`src/rtl/ipacl_pkg.sv`:
```
// Shared types, codes and helpers for the IPv4 prefix allow/deny filter.
`timescale 1ns / 1ps
`default_nettype none

package ipacl_pkg;

    localparam int RULE_DEPTH_DEF = 16;

    localparam int ADDR_W   = 32;
    localparam int PLEN_W   = 6;
    localparam int OP_W     = 2;
    localparam int STATUS_W = 3;

    localparam logic [PLEN_W-1:0] PLEN_MAX = 6'd32;

    localparam logic [OP_W-1:0] OP_CHECK  = 2'd0;
    localparam logic [OP_W-1:0] OP_ADD    = 2'd1;
    localparam logic [OP_W-1:0] OP_REMOVE = 2'd2;

    localparam logic LIST_ALLOW = 1'b0;
    localparam logic LIST_DENY  = 1'b1;

    localparam logic [STATUS_W-1:0] ST_OK          = 3'd0;
    localparam logic [STATUS_W-1:0] ST_NOT_ALLOWED = 3'd1;
    localparam logic [STATUS_W-1:0] ST_DENIED      = 3'd2;
    localparam logic [STATUS_W-1:0] ST_BAD_MASK    = 3'd3;
    localparam logic [STATUS_W-1:0] ST_EXISTS      = 3'd4;
    localparam logic [STATUS_W-1:0] ST_NOT_FOUND   = 3'd5;
    localparam logic [STATUS_W-1:0] ST_FULL        = 3'd6;

    typedef struct packed {
        logic [ADDR_W-1:0] addr;
        logic [PLEN_W-1:0] plen;
    } rule_t;

    typedef struct packed {
        logic prefix_hit;
        logic exact_hit;
    } match_t;

    // Leading-ones mask; lengths of 32 and above give all ones.
    function automatic logic [ADDR_W-1:0] prefix_mask(input logic [PLEN_W-1:0] plen);
        prefix_mask = ~({ADDR_W{1'b1}} >> plen);
    endfunction

endpackage

`default_nettype wire

```
`src/rtl/ipacl_match.sv`:
```
// Shared compare unit: prefix match and exact rule match of one stored rule.
`timescale 1ns / 1ps
`default_nettype none

module ipacl_match (
    input  var ipacl_pkg::rule_t           rule,
    input  wire [ipacl_pkg::ADDR_W-1:0]    key_addr,
    input  wire [ipacl_pkg::PLEN_W-1:0]    key_plen,
    output ipacl_pkg::match_t              result
);

    logic [ipacl_pkg::ADDR_W-1:0] mask;

    always_comb begin
        mask              = ipacl_pkg::prefix_mask(rule.plen);
        result.prefix_hit = ((rule.addr & mask) == (key_addr & mask));
        result.exact_hit  = (rule.addr == key_addr) && (rule.plen == key_plen);
    end

endmodule

`default_nettype wire

```
`src/rtl/ipacl_table.sv`:
```
// Rule memory holding both tables, one write port and one registered read port.
`timescale 1ns / 1ps
`default_nettype none

module ipacl_table #(
    parameter int RULE_DEPTH = ipacl_pkg::RULE_DEPTH_DEF,
    parameter int AW         = $clog2(2 * RULE_DEPTH)
) (
    input  wire                 aclk,
    input  wire                 we,
    input  wire [AW-1:0]        waddr,
    input  var ipacl_pkg::rule_t wdata,
    input  wire                 re,
    input  wire [AW-1:0]        raddr,
    output ipacl_pkg::rule_t    rdata
);

    // Allow rules sit in the lower half, deny rules in the upper half.
    ipacl_pkg::rule_t mem [2*RULE_DEPTH];
    ipacl_pkg::rule_t rdata_reg;

    always_ff @(posedge aclk) begin
        if (we) begin
            mem[waddr] <= wdata;
        end
    end

    always_ff @(posedge aclk) begin
        if (re) begin
            rdata_reg <= mem[raddr];
        end
    end

    assign rdata = rdata_reg;

endmodule

`default_nettype wire

```
`src/rtl/ip_prefix_allow_deny_filter_core.sv`:
```
// Top level of the IPv4 prefix allow/deny filter: sequencer, counts and result register.
//
// One s_ transaction carries an operation (check, add or remove), a table
// select, an IPv4 address and a prefix length; each produces exactly one
// status transaction on the m_ channel. s_ready is high only while the
// sequencer is idle. Rules live in one memory with a registered read port,
// and a single compare unit walks the stored rules one per cycle.
// A check scans the allow table and then, after an allow hit, the deny
// table; an empty allow table skips its scan. An add scans its table for
// a duplicate; a bad mask or an unused operation goes straight to the
// status. A remove scans for the rule and then moves each following rule
// up one place. The scans run through the memory read port. A new
// transaction is accepted only once the previous status has been placed
// in the output register.
// A finished status waits in the output register; if the receiver stalls,
// a new transaction is still accepted and processed, and its status waits
// until the register frees. Reset empties both tables and drops any
// pending status; no clearing pass is needed.
`timescale 1ns / 1ps
`default_nettype none

module ip_prefix_allow_deny_filter_core #(
    parameter int RULE_DEPTH = ipacl_pkg::RULE_DEPTH_DEF
) (
    input  wire                              aclk,
    input  wire                              aresetn,
    input  wire                              s_valid,
    output logic                             s_ready,
    input  wire [ipacl_pkg::OP_W-1:0]        s_operation,
    input  wire                              s_list_select,
    input  wire [ipacl_pkg::ADDR_W-1:0]      s_ip_address,
    input  wire [ipacl_pkg::PLEN_W-1:0]      s_prefix_len,
    output logic                             m_valid,
    input  wire                              m_ready,
    output logic [ipacl_pkg::STATUS_W-1:0]   m_status
);

    localparam int CW   = $clog2(RULE_DEPTH + 1);
    localparam int IDXW = (RULE_DEPTH > 1) ? $clog2(RULE_DEPTH) : 1;
    localparam int AW   = $clog2(2 * RULE_DEPTH);

    localparam logic [CW-1:0] DEPTH_C = CW'(RULE_DEPTH);

    localparam logic [2:0] S_IDLE = 3'd0;
    localparam logic [2:0] S_SCAN = 3'd1;
    localparam logic [2:0] S_SHR  = 3'd2;
    localparam logic [2:0] S_SHW  = 3'd3;
    localparam logic [2:0] S_DONE = 3'd4;

    logic [2:0]                        state_reg, state_next;
    logic [ipacl_pkg::OP_W-1:0]        op_reg, op_next;
    logic                              tsel_reg, tsel_next;
    logic [ipacl_pkg::ADDR_W-1:0]      addr_reg, addr_next;
    logic [ipacl_pkg::PLEN_W-1:0]      plen_reg, plen_next;
    logic [CW-1:0]                     idx_reg, idx_next;
    logic                              cmp_vld_reg, cmp_vld_next;
    logic [CW-1:0]                     cmp_idx_reg, cmp_idx_next;
    logic [ipacl_pkg::STATUS_W-1:0]    status_reg, status_next;
    logic [CW-1:0]                     allow_count_reg, allow_count_next;
    logic [CW-1:0]                     deny_count_reg, deny_count_next;
    logic                              m_valid_reg, m_valid_next;
    logic [ipacl_pkg::STATUS_W-1:0]    m_status_reg, m_status_next;

    logic                              mem_we, mem_re;
    logic [AW-1:0]                     mem_waddr, mem_raddr;
    ipacl_pkg::rule_t                  mem_wdata, mem_rdata;
    ipacl_pkg::match_t                 cmp;

    logic [CW-1:0]                     tcount;
    logic [CW-1:0]                     idx_inc;
    logic                              issue, hit;

    function automatic logic [AW-1:0] rule_addr(input logic sel, input logic [IDXW-1:0] idx);
        rule_addr = sel ? (AW'(RULE_DEPTH) + AW'(idx)) : AW'(idx);
    endfunction

    ipacl_table #(
        .RULE_DEPTH (RULE_DEPTH),
        .AW         (AW)
    ) u_table (
        .aclk  (aclk),
        .we    (mem_we),
        .waddr (mem_waddr),
        .wdata (mem_wdata),
        .re    (mem_re),
        .raddr (mem_raddr),
        .rdata (mem_rdata)
    );

    ipacl_match u_match (
        .rule     (mem_rdata),
        .key_addr (addr_reg),
        .key_plen (plen_reg),
        .result   (cmp)
    );

    assign tcount  = tsel_reg ? deny_count_reg : allow_count_reg;
    assign idx_inc = idx_reg + CW'(1);
    assign s_ready = (state_reg == S_IDLE);
    assign m_valid = m_valid_reg;
    assign m_status = m_status_reg;

    always_comb begin
        state_next       = state_reg;
        op_next          = op_reg;
        tsel_next        = tsel_reg;
        addr_next        = addr_reg;
        plen_next        = plen_reg;
        idx_next         = idx_reg;
        cmp_vld_next     = cmp_vld_reg;
        cmp_idx_next     = cmp_idx_reg;
        status_next      = status_reg;
        allow_count_next = allow_count_reg;
        deny_count_next  = deny_count_reg;
        m_valid_next     = m_valid_reg && !m_ready;
        m_status_next    = m_status_reg;
        mem_we           = 1'b0;
        mem_waddr        = rule_addr(tsel_reg, tcount[IDXW-1:0]);
        mem_wdata        = '{addr: addr_reg, plen: plen_reg};
        mem_re           = 1'b0;
        mem_raddr        = rule_addr(tsel_reg, idx_reg[IDXW-1:0]);
        issue            = 1'b0;
        hit              = 1'b0;

        unique case (state_reg)
            S_IDLE: begin
                if (s_valid) begin
                    op_next      = s_operation;
                    addr_next    = s_ip_address;
                    plen_next    = s_prefix_len;
                    idx_next     = '0;
                    cmp_vld_next = 1'b0;
                    priority if (s_operation == ipacl_pkg::OP_CHECK) begin
                        tsel_next  = (allow_count_reg == '0) ? ipacl_pkg::LIST_DENY
                                                             : ipacl_pkg::LIST_ALLOW;
                        state_next = S_SCAN;
                    end else if (s_operation == ipacl_pkg::OP_ADD ||
                                 s_operation == ipacl_pkg::OP_REMOVE) begin
                        tsel_next = s_list_select;
                        if (s_prefix_len > ipacl_pkg::PLEN_MAX) begin
                            status_next = ipacl_pkg::ST_BAD_MASK;
                            state_next  = S_DONE;
                        end else begin
                            state_next = S_SCAN;
                        end
                    end else begin
                        status_next = ipacl_pkg::ST_OK;
                        state_next  = S_DONE;
                    end
                end
            end

            S_SCAN: begin
                // Reads run one entry ahead of the compare.
                issue        = (idx_reg < tcount);
                mem_re       = issue;
                cmp_vld_next = issue;
                cmp_idx_next = idx_reg;
                if (issue) begin
                    idx_next = idx_inc;
                end
                hit = cmp_vld_reg &&
                      ((op_reg == ipacl_pkg::OP_CHECK) ? cmp.prefix_hit : cmp.exact_hit);
                if (hit || (!issue && !cmp_vld_reg)) begin
                    cmp_vld_next = 1'b0;
                    idx_next     = '0;
                    if (op_reg == ipacl_pkg::OP_CHECK) begin
                        if (tsel_reg == ipacl_pkg::LIST_ALLOW) begin
                            if (hit) begin
                                tsel_next = ipacl_pkg::LIST_DENY;
                            end else begin
                                status_next = ipacl_pkg::ST_NOT_ALLOWED;
                                state_next  = S_DONE;
                            end
                        end else begin
                            status_next = hit ? ipacl_pkg::ST_DENIED : ipacl_pkg::ST_OK;
                            state_next  = S_DONE;
                        end
                    end else if (op_reg == ipacl_pkg::OP_ADD) begin
                        state_next = S_DONE;
                        if (hit) begin
                            status_next = ipacl_pkg::ST_EXISTS;
                        end else if (tcount >= DEPTH_C) begin
                            status_next = ipacl_pkg::ST_FULL;
                        end else begin
                            status_next = ipacl_pkg::ST_OK;
                            mem_we      = 1'b1;
                            if (tsel_reg) begin
                                deny_count_next = deny_count_reg + CW'(1);
                            end else begin
                                allow_count_next = allow_count_reg + CW'(1);
                            end
                        end
                    end else begin
                        if (hit) begin
                            idx_next   = cmp_idx_reg;
                            state_next = S_SHR;
                        end else begin
                            status_next = ipacl_pkg::ST_NOT_FOUND;
                            state_next  = S_DONE;
                        end
                    end
                end
            end

            S_SHR: begin
                if (idx_inc < tcount) begin
                    mem_re     = 1'b1;
                    mem_raddr  = rule_addr(tsel_reg, idx_inc[IDXW-1:0]);
                    state_next = S_SHW;
                end else begin
                    if (tsel_reg) begin
                        deny_count_next = deny_count_reg - CW'(1);
                    end else begin
                        allow_count_next = allow_count_reg - CW'(1);
                    end
                    status_next = ipacl_pkg::ST_OK;
                    state_next  = S_DONE;
                end
            end

            S_SHW: begin
                // Move the following rule up one place to close the gap.
                mem_we     = 1'b1;
                mem_waddr  = rule_addr(tsel_reg, idx_reg[IDXW-1:0]);
                mem_wdata  = mem_rdata;
                idx_next   = idx_inc;
                state_next = S_SHR;
            end

            S_DONE: begin
                if (!m_valid_reg || m_ready) begin
                    m_valid_next  = 1'b1;
                    m_status_next = status_reg;
                    state_next    = S_IDLE;
                end
            end

            default: begin
                state_next = S_IDLE;
            end
        endcase
    end

    always_ff @(posedge aclk) begin
        if (!aresetn) begin
            state_reg       <= S_IDLE;
            cmp_vld_reg     <= 1'b0;
            allow_count_reg <= '0;
            deny_count_reg  <= '0;
            m_valid_reg     <= 1'b0;
        end else begin
            state_reg       <= state_next;
            cmp_vld_reg     <= cmp_vld_next;
            allow_count_reg <= allow_count_next;
            deny_count_reg  <= deny_count_next;
            m_valid_reg     <= m_valid_next;
        end
    end

    always_ff @(posedge aclk) begin
        op_reg       <= op_next;
        tsel_reg     <= tsel_next;
        addr_reg     <= addr_next;
        plen_reg     <= plen_next;
        idx_reg      <= idx_next;
        cmp_idx_reg  <= cmp_idx_next;
        status_reg   <= status_next;
        m_status_reg <= m_status_next;
    end

endmodule

`default_nettype wire

```
`config.mk`:
```
export PLATFORM = sky130hd
export DESIGN_NAME = ip_prefix_allow_deny_filter_core
export DESIGN_NICKNAME = d
export VERILOG_FILES = /design/src/rtl/ipacl_pkg.sv /design/src/rtl/ipacl_match.sv /design/src/rtl/ipacl_table.sv /design/src/rtl/ip_prefix_allow_deny_filter_core.sv
export SDC_FILE = /design/constraint.sdc
export NUM_CORES = 2
export LEC_CHECK = 0
export BUFFER_PORTS_ARGS = -buffer_cell sky130_fd_sc_hd__clkbuf_2
export CAP_MARGIN = 20
export CORE_ASPECT_RATIO = 0.8
export CORE_MARGIN = 2
export CORE_UTILIZATION = 57
export CTS_CLUSTER_DIAMETER = 80
export DETAILED_ROUTE_END_ITERATION = 16
export GPL_ROUTABILITY_DRIVEN = 0
export PLACE_DENSITY = 0.76
export SLEW_MARGIN = 20
export SYNTH_ARGS = -nofsm -noshare
export SYNTH_HDL_FRONTEND = slang
export SYNTH_SLANG_ARGS = --single-unit
```
`constraint.sdc`:
```
create_clock -name aclk -period 6.4 [get_ports aclk]
set_input_delay 0.64 -clock aclk [delete_from_list [all_inputs] [get_ports aclk]]
set_output_delay 0.64 -clock aclk [all_outputs]
set_load 0.01 [all_outputs]
```
**After elaboration in Yosys (flattened, before gate mapping)**

Memory sizes are Yosys's and may differ from the RTL's. A register that Yosys moved wholly into a read port is not among the register bits.
Index checks and enable logic that the tools add are counted.

- Shift operators: 1
- Add/sub/neg operators: 8
- Mux-type cells: 86
- Order comparisons: 4
- Reduce and logical (&&, ||, !) cells: 28
- Bitwise operators: 3
- Equal/unequal tests: 29

Operators with widths:

| operator | number |
|---|---|
| $mux W5 | 29 |
| $mux W3 | 25 |
| $and A32 B32 Y32 | 2 |
| $eq A32 B32 Y1 | 2 |
| $mux W38 | 1 |
| $not A32 Y32 | 1 |
| $shr A32 B6 Y32 const A | 1 |
| $ne A2 B2 Y1 const B | 14 |
| $mux W1 | 21 |
| $pmux W5 S2 | 2 |
| $reduce_and A9 Y1 | 2 |
| $add A5 B1 Y5 const B | 3 |
| $add A5 B4 Y5 const A | 3 |
| $pmux W3 S5 | 1 |
| $pmux W5 S3 | 1 |
| $lt A5 B5 Y1 | 2 |
| $sub A5 B1 Y5 const B | 2 |
| $pmux W3 S3 | 1 |
| $ne A4 B4 Y1 const B | 2 |
| $pmux W1 S2 | 4 |
| $reduce_and A8 Y1 | 1 |
| $eq A3 B2 Y1 const B | 2 |
| $eq A6 B6 Y1 | 1 |
| $gt A6 B6 Y1 const B | 1 |
| other kinds (21) | 35 |

- Bits of input ports: 45
- Register bits: 72
- Memory bits (writable): 1216
- Memories: 1
- Output and inout bits: 5

Memory list:

| name | depth | bits a word | read ports | clocked after memory_dff | write ports | RTL line | source |
|---|---|---|---|---|---|---|---|
| u_table.mem | 32 | 38 | 1 | 1 | 1 | ipacl_table.sv:19 | `ipacl_pkg::rule_t mem [2*RULE_DEPTH];` |

**Logic depth before layout (Yosys ltp)**

- Word-level depth: 13
- Depth in mapped cells: 15
- Gate-level depth less buffers: 12

**By module**

A second synthesis with hierarchy kept.

- Cell total of the unflattened synthesis: 3099
- Area, all modules: 53278.6 sq um

By module, submodules not included:

| module | cells each | area an instance (sq um) | instances |
|---|---|---|---|
| ipacl_table | 2675 | 48541.6 | 1 |
| ip_prefix_allow_deny_filter_core | 312 | 3915.0 | 1 |
| ipacl_match | 112 | 822.0 | 1 |

**Worst setup path after synthesis**

OpenSTA, ideal clock, no wires.

- Path type: flip-flop to flip-flop
- From: reg tsel_reg
- To: mem u_table.mem[7][0] in the netlist's numbering, enable pin
- Buffers on the path: 2
- Stages on the path, launching flop included: 11
- Data arrival time: 5.924 ns
- Slack: -0.052 ns
- Data required time: 5.872 ns
- Clock period less this slack: 6.452 ns
- Cell sequence: edfxtp_1 -> buf_2 -> clkbuf_1 -> mux2i_1 -> ha_1 -> o21ai_0 -> nand2b_1 -> a41oi_1 -> nor4_1 -> a22oi_1 -> nor4_1

- Longest elaborated chain between the ends: 10
- Elaborated cells on any way between the ends: 18

Ends and longest elaborated chain:

| element | RTL line | source |
|---|---|---|
| start: declaration | ip_prefix_allow_deny_filter_core.sv:52 | `logic tsel_reg, tsel_next;` |
| start signal: assignment | ip_prefix_allow_deny_filter_core.sv:263 | `tsel_reg <= tsel_next;` |
| $mux W5 | ip_prefix_allow_deny_filter_core.sv:97 | `assign tcount = tsel_reg ? deny_count_reg : allow_count_reg;` |
| $ge A5 B5 Y1 | ip_prefix_allow_deny_filter_core.sv:183 | `end else if (tcount >= DEPTH_C) begin` |
| $mux W1 | ip_prefix_allow_deny_filter_core.sv:183 |  |
| $mux W1 | ip_prefix_allow_deny_filter_core.sv:181 | `if (hit) begin` |
| $mux W1 | ip_prefix_allow_deny_filter_core.sv:179 | `end else if (op_reg == ipacl_pkg::OP_ADD) begin` |
| $mux W1 | ip_prefix_allow_deny_filter_core.sv:167 | `if (op_reg == ipacl_pkg::OP_CHECK) begin` |
| $mux W1 | ip_prefix_allow_deny_filter_core.sv:164 | `if (hit \|\| (!issue && !cmp_vld_reg)) begin` |
| $pmux W1 S2 | ip_prefix_allow_deny_filter_core.sv:125 | `unique case (state_reg)` |
| $mux W1 | ipacl_table.sv:23 | `if (we) begin` |
| $mux W1 (implied by the code) | ipacl_table.sv:24 | `mem[waddr] <= wdata;` |
| end: declaration | ipacl_table.sv:19 |  |

Several ways; a longest one is shown, not always the timed one.

**Worst setup path in the final report**

- From: reg idx_reg[0]
- To: reg, netlist name u_table.rdata[6]

- Longest elaborated chain between the ends: 5
- Elaborated cells on any way between the ends: 11

Ends and longest elaborated chain:

| element | RTL line | source |
|---|---|---|
| start: declaration | ip_prefix_allow_deny_filter_core.sv:55 | `logic [CW-1:0] idx_reg, idx_next;` |
| start signal: assignment | ip_prefix_allow_deny_filter_core.sv:266 | `idx_reg <= idx_next;` |
| $add A5 B1 Y5 | ip_prefix_allow_deny_filter_core.sv:98 | `assign idx_inc = idx_reg + CW'(1);` |
| $add A5 B4 Y5 | ip_prefix_allow_deny_filter_core.sv:74 | `rule_addr = sel ? (AW'(RULE_DEPTH) + AW'(idx)) : AW'(idx);` |
| $mux W5 | ip_prefix_allow_deny_filter_core.sv:74 |  |
| $mux W5 | ip_prefix_allow_deny_filter_core.sv:207 | `if (idx_inc < tcount) begin` |
| $mux W5 | ip_prefix_allow_deny_filter_core.sv:125 |  |

Several ways; a longest one is shown, not always the timed one.
A chain may end at the register's enable or synchronous reset.

==> results.md <==
* Hold-fix buffer count after cts at 0
* CP top delay family: simple AND/OR/NAND/NOR gates
* Global-route wire length before repair at 218000 um
* Final HPWL DP at 76400 um
* Synthesized area per cell at 13.7 um2
* CTS sink count at 1326
* Internal power at 14.5 mW
* Post-synth top area cell: edfxtp_1
* Filler Cell Count at 6459
* Worst-Margin Slew at 1140 ps
* CP max stage cell: nor4_1
* Cts repair resizes at 0
* Most frequent CP cell: ha_1
* Largest net degree at the start of global routing at 186
* Post-synthesis cell area at 53100 um2
* RSZ-0062 raised after global routing: false
* Slew Limit Fails at 0
* Drt first-iter violations at 6183
* Fin cells at 5192
* Max reg flops at 1216
* Crit share post-route at 81.0%
* DIE AREA at 95700 um2
* Layout cells sized above 1 at 9.78%
* CP Data Required Time at 6840 ps
* Count of input and output buffers at 49
* Clk_lat worst skew at 730 ps
* Net Switching at 4.69 mW
* I/O pin count at 50
* Relative slew slack at 24.0%
* CP Data Arrival Time at 5620 ps
* Post-Place Cell Area at 55200 um2
* Crit path capture type: flop
* Worst Path Max Fanout at 17
* Util after Layout at 64.0%
* H-Tree Depth at 3
* Setup Fix Bufs, Post-CTS at 0
* Peak Freq at 193 MHz
* Yosys warns at 0
* Power, Total at 19.2 mW
* Gr ovfl total at 0
* Peak supply drop at 0.270 mV
* Placed insts at 4971
* All-Layer GR Usage at 31.0%
* Sw Share at 24.4%
* Internal reg-to-reg setup slack at 1220 ps
* Max stage delay on crit path at 910 ps
* Setup-failing EPs final at 0
* CP startpoint kind: flop
* Hold WC Path Type: in -> reg
* Leak at 19.7 nW
* Critical Path Source: idx_reg[0]
* FP Rows at 100
* Core Area at 92700 um2
* CTS tree: done
* Remaining DRCs at 0
* Cell count after synthesis at 3874
* Async SR Flop Fraction at 0%
* Status: finished, final reports clean
* Initial antenna violation count at 1
* Worst R2R Start: idx_reg[0]
* Comb power frac at 10.4%
* Vias at 35200
* Vias in the first global route at 32900
* Buf/Inv on CP at 2
* Clk_skew at 48.3 ps
* Fin nets at 3931
* Register share of total power at 51.1%
* Prevailing post-synth register cell: edfxtp_1
* Routed wire per std cell at 29.0 um
* R2R cell count at 13
* Power Density at 324 nW/um2
* Routed WL at 151000 um
* Yosys cell types at 68
* CTS clk-pin slew, worst paths at 60 ps
* Die span in y at 277 um
* Ranking of synthesized cells by area: edfxtp_1, nand2_1, nand3_1
* Syn_nets at 3937
* Worst-path cell chain: ha_1, xnor2_1, inv_1, ha_1, a21o_1, a211o_1, nor4_1, or3_2, buf_4, a31oi_1, nand4_1, a21boi_1, nand3_1
* Initial Utilization at 57.3%
* Final Hold Viols at 0
* Clock buffer depth at 3
* Clock Root Buffer: clkbuf_16
* Number of max-cap violations at 0
* Clock power share at 38.5%
* Inserted Clock Buffers at 117
* Register area share after synthesis at 74.7%
* FF-to-FF End: u_table.rdata[6]
* Worst Setup EP: u_table.rdata[6]
* Hold slack at 106 ps
* Critical path type: reg -> reg
* ANT nets after route at 0
* EDFF count, synth at 1311
* DRT Pass-1 Iters at 6
* Minimum clock period at 5180 ps
* Area share of the largest cell type after synthesis at 74.1%
* Via density at 6.77
* Synth-to-layout area growth at 11.6%
* Synth Register Bits at 1326
* CP Depth at 13
* Design area at 59300 um2
* Die width at 345 um
[worst reg2reg max path: cells and delay by family (launching register included)]
kind	cells	cell delay (ps)
simple gates	4	1840
buf+inv	2	520
flops	1	610
compound gates	4	980
fa+ha+maj	2	540
xor+xnor	1	410
[worst min path at each step]
stage                           startpoint      endpoint  slack (ps)  depth (start not counted)
final                     s_ip_address[19]  addr_reg[19]         110                          1
after detailed placement     status_reg[1]   m_status[1]         400                          0
after CTS                 s_ip_address[19]  addr_reg[19]          70                          1
after global placement       status_reg[0]   m_status[0]         410                          0
after floorplan              status_reg[0]   m_status[0]         400                          0
after global routing      s_ip_address[16]  addr_reg[16]          70                          1
[routing by layer]
metal	track usage (%)	wire length, um	up-vias
met5	0	9	-
met4	11.8	6380	2
met3	9.24	24100	468
met2	43.4	63400	2985
met1	46.1	56700	17000
li1	-	-	14700
[cells by family after synthesis]
group           count (synthesis)  synth area share (%)
simple gates                 1509                  12.8
compound gates                596                  7.48
fa+ha+maj                      20                 0.490
flops                        1326                  74.7
xor+xnor                       49                 0.808
buf+inv                       293                  2.17
mux                            81                  1.53
[cell usage in the layout, fill, tap and decap left out, drive strengths merged, types with 22 or more instances in the layout]
cell    Yosys  final
o21ai     143    143
nor3       22     22
a21oi      56     56
a211oi     41     41
xor2       29     29
a211o      39     39
edfxtp   1311   1311
a21boi     39     39
nand3     442    442
mux2i      80     80
clkbuf    201    187
nor2       34     34
a31oi     156    156
buf        69     96
nand2     798    798
inv        23     25
clkinv      0     51
a221oi     37     37
a32oi      38     38
nand4      87     87
and3       78     78
[power groups by stage]
stage / sequential, mW / clock, mW / combinational [mW]
detailed placement: 10.0 / 0 / 1.93
floorplan: 9.95 / 0 / 1.27
finish: 9.82 / 7.39 / 2.00
CTS: 9.82 / 7.44 / 1.94
global placement: 10.0 / 0 / 1.89
global route: 9.82 / 7.79 / 2.13
[metrics by stage]
stage	setup WS (ps)	setup TNS [ps]
floorplan	-52.1	-4690
finish	1220	0
global route	1090	0
global placement	1690	0
detailed placement	1420	0
CTS	1390	0
[layout make-up]
type / instances / area, um2 / share of cell area [%]
well taps: 1224 / 1530 / 2.58
inverters: 23 / 87.6 / 0.148
clock buffers: 138 / 3070 / 5.18
clock inverters: 80 / 972 / 1.64
flip-flops and latches: 1326 / 39700 / 66.9
multi-input cells: 2255 / 12600 / 21.3
repair buffers: 145 / 1320 / 2.22
diodes: 1 / 2.50 / 0.00422
[cells in the mapped netlist, drive strengths merged, types with 2 or more instances]
library cell  instances
a211oi               41
nand2               798
a21o                  8
o211ai                3
clkbuf              201
a22o                  2
a21oi                56
nand4                87
ha                   16
or3                   7
xnor2                20
a21boi               39
a22oi                 6
buf                  69
a32oi                38
nor3                 22
o41ai                 2
o31ai                 8
nand3b                2
and2                  4
a211o                39
and3b                 2
or4                   5
nand2b                6
mux2i                80
a31oi               156
nor2b                 3
inv                  23
fa                    2
o21ai               143
or2                   2
xor2                 29
a221oi               37
nor2                 34
and3                 78
nand3               442
edfxtp             1311
dfxtp                15
a31o                  3
a41oi                 2
nor4                 14
maj3                  2
Power figures use the tool's default switching activity.
